[config.mk]
export PLATFORM = sky130hd
export DESIGN_NAME = csot_geom
export DESIGN_NICKNAME = d
export VERILOG_FILES = /design/src/rtl/csot_pkg.sv /design/src/rtl/csot_geom.sv
export SDC_FILE = /design/constraint.sdc
export NUM_CORES = 2
export LEC_CHECK = 0
export BUFFER_PORTS_ARGS = -buffer_cell sky130_fd_sc_hd__buf_2
export CORE_MARGIN = 2
export CORE_UTILIZATION = 55
export CTS_BUF_LIST = sky130_fd_sc_hd__clkbuf_16
export CTS_CLUSTER_SIZE = 16
export DETAILED_ROUTE_END_ITERATION = 10
export HOLD_SLACK_MARGIN = 0.08
export PLACE_DENSITY = 0.76
export SYNTH_ARGS = -nofsm -noshare
export SYNTH_HDL_FRONTEND = slang
export SYNTH_SLANG_ARGS = --single-unit
export TNS_END_PERCENT = 5
[constraint.sdc]
create_clock -name clk -period 23.5 [get_ports clk]
set_clock_uncertainty 0.05 [all_clocks]
set_input_delay 1.175 -clock clk [delete_from_list [all_inputs] [get_ports clk]]
set_output_delay 1.175 -clock clk [all_outputs]
set_load 0.02 [all_outputs]
[src/rtl/csot_pkg.sv]
// csot_pkg: shared types, widths and constants of the convex shape overlap test
// used by csot_geom, csot_cross and convex_shape_overlap_test_top
// no dependencies
package csot_pkg;

  // field and datapath widths; coordinates, sizes and offsets are in Q12.4 units
  localparam int CRD_W     = 16;              // centre coordinate
  localparam int SIZE_W    = 16;              // shape size
  localparam int H_W       = 15;              // half size and hexagon offsets
  localparam int T_W       = 25;              // half * 866 + 500
  localparam int RCP_W     = 26;              // reciprocal of 1000
  localparam int RCP_SHIFT = 35;
  localparam int OFS_W     = 16;              // signed vertex offset from centre
  localparam int D_W       = 17;              // signed centre difference
  localparam int PT_W      = 18;              // point relative to other centre
  localparam int NRM_W     = 17;              // edge normal component
  localparam int DF_W      = 19;              // point minus edge start
  localparam int PROD_W    = NRM_W + DF_W;    // one cross product term
  localparam int DOT_W     = PROD_W + 1;      // sum of both terms
  localparam int SHAPE_VTX = 6;               // most vertices any kind has
  localparam int CNT_W     = 3;               // vertex count

  // hexagon x offset: floor((half * 866 + 500) / 1000)
  localparam logic [T_W-1:0]   HEX_NUM  = 25'd866;
  localparam logic [T_W-1:0]   HEX_RND  = 25'd500;
  // ceil(2^35 / 1000), exact floor for every sum below 2^25
  localparam logic [RCP_W-1:0] RCP_1000 = 26'd34359739;

  // vertex counts of the kinds
  localparam logic [CNT_W-1:0] CNT_TRI = 3'd3;
  localparam logic [CNT_W-1:0] CNT_SQR = 3'd4;
  localparam logic [CNT_W-1:0] CNT_HEX = 3'd6;

  // shape kind, the unused code decodes as a hexagon
  typedef enum logic [1:0] {
    KIND_TRI = 2'd0,
    KIND_SQR = 2'd1,
    KIND_HEX = 2'd2
  } kind_t;

  // clockwise vertex offsets of one shape
  typedef struct packed {
    logic [SHAPE_VTX-1:0][OFS_W-1:0] x;
    logic [SHAPE_VTX-1:0][OFS_W-1:0] y;
    logic [CNT_W-1:0]                n;
  } vtx_set_t;

  // build the clockwise vertex list around the centre
  function automatic vtx_set_t build_vtx(kind_t k, logic [H_W-1:0] h,
                                         logic [H_W-1:0] hx, logic [H_W-1:0] hy);
    vtx_set_t        v;
    logic [OFS_W-1:0] ph, nh, phx, nhx, phy, nhy;
    ph  = {1'b0, h};
    nh  = OFS_W'(0) - ph;
    phx = {1'b0, hx};
    nhx = OFS_W'(0) - phx;
    phy = {1'b0, hy};
    nhy = OFS_W'(0) - phy;
    v   = '0;
    case (k)
      KIND_TRI: begin
        v.n    = CNT_TRI;
        v.x[0] = nh;  v.y[0] = ph;
        v.x[1] = ph;  v.y[1] = ph;
        v.x[2] = '0;  v.y[2] = nh;
      end
      KIND_SQR: begin
        v.n    = CNT_SQR;
        v.x[0] = ph;  v.y[0] = ph;
        v.x[1] = ph;  v.y[1] = nh;
        v.x[2] = nh;  v.y[2] = nh;
        v.x[3] = nh;  v.y[3] = ph;
      end
      default: begin
        v.n    = CNT_HEX;
        v.x[0] = '0;  v.y[0] = ph;
        v.x[1] = phx; v.y[1] = phy;
        v.x[2] = phx; v.y[2] = nhy;
        v.x[3] = '0;  v.y[3] = nh;
        v.x[4] = nhx; v.y[4] = nhy;
        v.x[5] = nhx; v.y[5] = phy;
      end
    endcase
    return v;
  endfunction

endpackage

[src/rtl/csot_geom.sv]
// csot_geom: two pipeline stages that turn kind, size and centre of both shapes
// into vertex offsets, vertex counts and the centre difference
// depends on csot_pkg
module csot_geom #(
  parameter int NV = 6
) (
  input  logic                                        clk,
  input  logic                                        rst_n,
  input  logic                                        in_valid,
  output logic                                        in_ready,
  input  logic [1:0]                                  kind_a,
  input  logic [csot_pkg::SIZE_W-1:0]                 size_a,
  input  logic signed [csot_pkg::CRD_W-1:0]           a_x,
  input  logic signed [csot_pkg::CRD_W-1:0]           a_y,
  input  logic [1:0]                                  kind_b,
  input  logic [csot_pkg::SIZE_W-1:0]                 size_b,
  input  logic signed [csot_pkg::CRD_W-1:0]           b_x,
  input  logic signed [csot_pkg::CRD_W-1:0]           b_y,
  output logic                                        out_valid,
  input  logic                                        out_ready,
  output logic [1:0][NV-1:0][csot_pkg::OFS_W-1:0]     vtx_x,
  output logic [1:0][NV-1:0][csot_pkg::OFS_W-1:0]     vtx_y,
  output logic [1:0][csot_pkg::CNT_W-1:0]             cnt,
  output logic signed [csot_pkg::D_W-1:0]             d_x,
  output logic signed [csot_pkg::D_W-1:0]             d_y
);

  // stage 1: half size, hexagon numerator, centre difference
  logic                            g1_valid_r;
  csot_pkg::kind_t                 g1_kind_r [2];
  csot_pkg::kind_t                 g1_kind_nxt [2];
  logic [csot_pkg::H_W-1:0]        g1_h_r [2];
  logic [csot_pkg::H_W-1:0]        g1_h_nxt [2];
  logic [csot_pkg::T_W-1:0]        g1_t_r [2];
  logic [csot_pkg::T_W-1:0]        g1_t_nxt [2];
  logic signed [csot_pkg::D_W-1:0] g1_dx_r, g1_dx_nxt;
  logic signed [csot_pkg::D_W-1:0] g1_dy_r, g1_dy_nxt;

  // stage 2: vertex offsets
  logic                                      g2_valid_r;
  logic [1:0][NV-1:0][csot_pkg::OFS_W-1:0]   g2_x_r, g2_x_nxt;
  logic [1:0][NV-1:0][csot_pkg::OFS_W-1:0]   g2_y_r, g2_y_nxt;
  logic [1:0][csot_pkg::CNT_W-1:0]           g2_cnt_r, g2_cnt_nxt;
  logic signed [csot_pkg::D_W-1:0]           g2_dx_r, g2_dy_r;

  logic adv1, adv2;

  // stage advance, a bubble never blocks the stage behind it
  assign adv2     = !g2_valid_r || out_ready;
  assign adv1     = !g1_valid_r || adv2;
  assign in_ready = adv1;

  // stage 1 logic
  always_comb begin
    g1_kind_nxt[0] = csot_pkg::kind_t'(kind_a);
    g1_kind_nxt[1] = csot_pkg::kind_t'(kind_b);
    g1_h_nxt[0]    = size_a[csot_pkg::SIZE_W-1:1];
    g1_h_nxt[1]    = size_b[csot_pkg::SIZE_W-1:1];
    for (int s = 0; s < 2; s++) begin
      g1_t_nxt[s] = csot_pkg::T_W'(g1_h_nxt[s]) * csot_pkg::HEX_NUM + csot_pkg::HEX_RND;
    end
    g1_dx_nxt = csot_pkg::D_W'(a_x) - csot_pkg::D_W'(b_x);
    g1_dy_nxt = csot_pkg::D_W'(a_y) - csot_pkg::D_W'(b_y);
  end

  // stage 2 logic: divide by 1000 through the reciprocal, then place vertices
  always_comb begin
    logic [csot_pkg::T_W+csot_pkg::RCP_W-1:0] q_full;
    logic [csot_pkg::H_W-1:0]                 hx, hy;
    csot_pkg::vtx_set_t                       vs;
    g2_x_nxt   = '0;
    g2_y_nxt   = '0;
    g2_cnt_nxt = '0;
    for (int s = 0; s < 2; s++) begin
      q_full = {{csot_pkg::RCP_W{1'b0}}, g1_t_r[s]} *
               {{csot_pkg::T_W{1'b0}}, csot_pkg::RCP_1000};
      hx = q_full[csot_pkg::RCP_SHIFT +: csot_pkg::H_W];
      hy = g1_h_r[s] >> 1;
      vs = csot_pkg::build_vtx(g1_kind_r[s], g1_h_r[s], hx, hy);
      for (int i = 0; i < NV; i++) begin
        g2_x_nxt[s][i] = vs.x[i];
        g2_y_nxt[s][i] = vs.y[i];
      end
      // kinds with more vertices than lanes keep the first ones
      g2_cnt_nxt[s] = (vs.n > csot_pkg::CNT_W'(NV)) ? csot_pkg::CNT_W'(NV) : vs.n;
    end
  end

  // valid bits
  always_ff @(posedge clk) begin
    if (!rst_n) begin
      g1_valid_r <= 1'b0;
      g2_valid_r <= 1'b0;
    end else begin
      if (adv1) g1_valid_r <= in_valid;
      if (adv2) g2_valid_r <= g1_valid_r;
    end
  end

  // payload registers
  always_ff @(posedge clk) begin
    if (adv1) begin
      g1_kind_r <= g1_kind_nxt;
      g1_h_r    <= g1_h_nxt;
      g1_t_r    <= g1_t_nxt;
      g1_dx_r   <= g1_dx_nxt;
      g1_dy_r   <= g1_dy_nxt;
    end
    if (adv2) begin
      g2_x_r   <= g2_x_nxt;
      g2_y_r   <= g2_y_nxt;
      g2_cnt_r <= g2_cnt_nxt;
      g2_dx_r  <= g1_dx_r;
      g2_dy_r  <= g1_dy_r;
    end
  end

  assign out_valid = g2_valid_r;
  assign vtx_x     = g2_x_r;
  assign vtx_y     = g2_y_r;
  assign cnt       = g2_cnt_r;
  assign d_x       = g2_dx_r;
  assign d_y       = g2_dy_r;

endmodule

Word level (Yosys, flattened, before mapping)

Index checks and enable logic that the tools add are counted.

$add $sub $neg: 10
$mul: 4
Order comparisons: 2
Equality and inequality tests: 2
Mux-type cells: 6
Reductions and logical operators: 8

Operators with widths:

| kind                   | number |
|---|---|
| $pmux 51 s2            | 2 |
| $pmux 48 s2            | 2 |
| $mul 25x26->50 const B | 2 |
| $pmux 16 s2            | 2 |
| $sub 1x15->16 const A  | 4 |
| $add 25x9->25 const B  | 2 |
| $mul 15x9->24 const B  | 2 |
| $sub 16x16->17         | 2 |
| $sub 1x14->15 const A  | 2 |
| $gt 3x3->1 const B     | 2 |
| $eq 2x1->1 const B     | 2 |
| $logic_not 2->1        | 2 |
| $reduce_or 2->1        | 2 |
| $logic_not 1->1        | 2 |
| $logic_or 1x1->1       | 2 |

Register bits after elaboration: 512
Bits of input ports: 104
Output and inout bits: 426
Word-level logic and storage cells: 70

Longest topological paths before layout

Depth after elaboration: 3
Mapped depth: 28

Least setup slack after synthesis

No wires, ideal clock.

Kind: input port to flip-flop
Start: in out_ready
End: reg g2_cnt_r (netlist bit cnt[0]) (enable)
Library setup time: 0.726 ns
Arrival time: 8.510 ns
Data required time: 22.724 ns
Path slack: 14.214 ns
Stages: 2
Buffers on the path: 0
Cells stage by stage: nor2b_1 inv_1

Word-level cells in the longest chain between the ends: 1

Ends and longest elaborated chain:

| item                   | line             | RTL |
|---|---|---|
| start: declaration     | csot_geom.sv:20  | `input logic out_ready,` |
| $logic_or 1x1->1       | csot_geom.sv:49  | `assign adv2 = !g2_valid_r \|\| out_ready;` |
| named net adv2         | csot_geom.sv:46  | `logic adv1, adv2;` |
| end signal: assignment | csot_geom.sv:112 | `g2_cnt_r <= g2_cnt_nxt;` |
| end: declaration       | csot_geom.sv:43  | `logic [1:0][csot_pkg::CNT_W-1:0] g2_cnt_r, g2_cnt_nxt;` |

The timed path passes the listed nets, and every way through them passes these cells.
A chain may end at the register's enable or synchronous reset.

Final worst setup path

Start: reg g1_t_r[22] in the netlist's numbering
End: reg g2_x_r (netlist bit vtx_x[191]), data pin

Word-level cells in the longest chain between the ends: 2

Ends and longest elaborated chain:

| item                     | line             | RTL |
|---|---|---|
| start: declaration       | csot_geom.sv:34  | `logic [csot_pkg::T_W-1:0] g1_t_r [2];` |
| start signal: assignment | csot_geom.sv:105 | `g1_t_r <= g1_t_nxt;` |
| $mul 25x26->50           | csot_geom.sv:75  | `q_full = {{csot_pkg::RCP_W{1'b0}}, g1_t_r[s]} *` |
| $sub 1x15->16            | csot_pkg.sv:56   | `nhx = OFS_W'(0) - phx;` |
| end signal: assignment   | csot_geom.sv:110 | `g2_x_r <= g2_x_nxt;` |
| end: declaration         | csot_geom.sv:41  | `logic [1:0][NV-1:0][csot_pkg::OFS_W-1:0] g2_x_r, g2_x_nxt;` |

Every way passes these cells.

==> results.cfg <==
[clock_network]
cts_buffer_depth = 3
cts_setup_buffers = 0
cts_num_sinks = 492
cts-resized-gates = 0
cts_max_level = 2
cts_buffers = 54
cts_tree = done
clk_latency_ns = 0.63
clk_pin_slew_ns = 0.06
cts_root_buf = clkbuf_16
postCtsHoldBufs = 0

[sta]
worst_slew_pin_slew_ns = 1.099
hold_viol_final = 0
hold_slack_ns = 0.3677
fmax_mhz = 118.8
period_share_pct = 35.82
setup_violations = 0
final.setup.tns_ns = 0
relSlewSlack_pct = 26.76
min_period_ns = 8.417
final-max-slew-violation-count = 0
rsz0062_at_grt = false

[worst_hold_path]
hold_depth = 0
hp-start = g1_dy_r[0]
min_to = d_y[0]
hp-class = flop to flop

[setup_path]
r2r_setup_slack_ns = 15.08
endpoint_kind = flop
crit_family = adder cells
reg2reg_from = g1_t_r[22]
crit_arrival_ns = 8.75
path_class = flop to flop
cp_num_buf_inv = 4
timing.rr.end = vtx_x[191]
reg2reg_depth = 22
critPathMaxStageDelay_ns = 0.59
path_common_cell = fa_1
path_cells = fa_1 -> inv_1 -> fa_1 -> fa_1 -> inv_1 -> fa_1 -> fa_1 -> inv_1 -> fa_1 -> fa_1 -> inv_1 -> ha_1 -> nand4_1 -> nor4_2 -> nand4_1 -> o211ai_2 -> nor2_1 -> o21ai_0 -> xnor2_1 -> nand3_1 -> or4_4 -> o31a_1
cp-start-kind = flop
worstPathMaxFanout = 8
crit_slowest_cell = fa_1
cp.depth = 22
worst_ep_required_time_ns = 23.83

[synth]
yosysTopAreaCell = edfxtp_1
synth.top_cells.by_area = edfxtp_1, fa_1, ha_1
synthFlopType = edfxtp_1
ys_ff_latch = 492
synth_area_per_cell_um2 = 10.95
synth_cells = 4104
synth_cell_types = 82
yosysWarnings = 0
ys_seq_area_share_pct = 32.83
netlist_area_mm2 = 0.04493
synth_enable_flop_cells = 490
async_reset_ff_share_pct = 0
netlist.area_leader.share_pct = 32.75

[route]
wire_per_inst_um = 20.62
detail-route-antenna-nets = 0
viasPerCell = 5.555
drc = 1
first_pass_iters = 9
drt-initial-drc-count = 2246
vias = 31660
finalWirelength_um = 117500

[floorplanning]
rows = 104
die_height_um = 289.8
initial_core_util_pct = 55.70
die_area_mm2 = 0.08400
coreArea_mm2 = 0.08068
dieWidth_um = 289.8
io_pins = 530

[placement]
dp_hpwl_um = 94690
place_congestion = 0.9520
post-place-cells = 5599
io_buffer_count = 519

[grt]
grt_pass1_vias = 32930
grt_pass1_wl_um = 182300
gr-usage-all-layers_pct = 27.94
overflow = 0
antenna_found_initial = 0
grt_max_degree = 129

[outcome]
violations = design-rule violations
status = complete, but fails checks

[finish]
most-common-layout-cells = inv_1, ha_1, buf_2
final_common_cell = inv_1
area_growth_pct = 11.85
fin_cells = 5699
diodes = 0
nets = 5816
drive_gt1_share_pct = 14.44

[flow_run]
drv_cap = 0
## cell type report
type,count,area (um2)
inverters,914,3438
well taps,1060,1326
flip-flops and latches,492,14750
clock buffers,54,1351
multi-input cells,2592,26180
repair buffers,541,2763
fillers,6413,30420
clock inverters,46,449.2
## per-stage QoR
stage | setup WS (ns) | instance area [um2] | util, %
2_1_floorplan | 14.21 | 44960 | -
3_3_place_gp | 15.18 | 48460 | 60.06
3_5_place_dp | 15.09 | 48460 | 60.06
4_1_cts | 15.08 | 50260 | 62.30
5_1_grt | 14.79 | 50260 | 62.30
6_report | 15.08 | 50260 | 62.30
## cells in the mapped netlist, drive strengths merged (22+ instances only)
master	count
inv	910
ha	661
edfxtp	490
fa	456
nand2	195
nor2	192
o21ai	162
a21oi	149
xnor2	119
clkbuf	58
xor2	57
buf	55
nand3	49
nor3	48
nand4	36
or3	34
a21o	33
o21bai	31
nor2b	27
o22ai	23
or2	22
## kinds of logic after synthesis
family,Yosys count,share of synthesized area (%)
mux,13,0.2924
compound gates,563,7.911
flops,492,32.83
simple gates,715,7.816
buf+inv,1027,8.986
other cells,1,0.008346
xor+xnor,176,3.431
fa+ha+maj,1117,38.72
## worst reg2reg max path: stages, from the launching register on
cell and delay [ns]:
edfxtp_1 0.57, fa_1 0.59, inv_1 0.05, fa_1 0.47
fa_1 0.55, inv_1 0.06, fa_1 0.52, fa_1 0.57
inv_1 0.06, fa_1 0.50, fa_1 0.54, inv_1 0.04
ha_1 0.34, nand4_1 0.27, nor4_2 0.52, nand4_1 0.18
o211ai_2 0.31, nor2_1 0.20, o21ai_0 0.24, xnor2_1 0.44
nand3_1 0.33, or4_4 0.52, o31a_1 0.25
## flip-flops by register name, indices dropped and copies added (netlist names)
name,flops
vtx_y,178
vtx_x,158
g1_t_r,46
g1_h_r,30
d_x,17
d_y,17
g1_dx_r,17
g1_dy_r,17
cnt,6
g1_kind_r,4
g1_valid_r,1
out_valid,1
## how the worst max path moves through the flow
stage / start / end / slack, ns
CTS: g1_t_r[22] / vtx_x[191] / 15.08
detailed placement: g1_t_r[19] / vtx_x[191] / 15.09
finish: g1_t_r[22] / vtx_x[191] / 15.08
floorplan: out_ready / cnt[0] / 14.21
global route: g1_t_r[19] / vtx_x[191] / 14.79
global placement: g1_t_r[22] / vtx_x[191] / 15.18
## metal layers
metal	global-route usage, %	vias to the layer above	part of all wire, %
li1	-	14630	-
met1	34.02	15530	38
met2	49.72	1220	50
met3	4.343	274	6.7
met4	11.18	0	4.5
met5	0	-	0
Power is left out: the tool's default activity adds up to more than one toggle a clock period on the data nets, which glitch-free logic cannot reach.
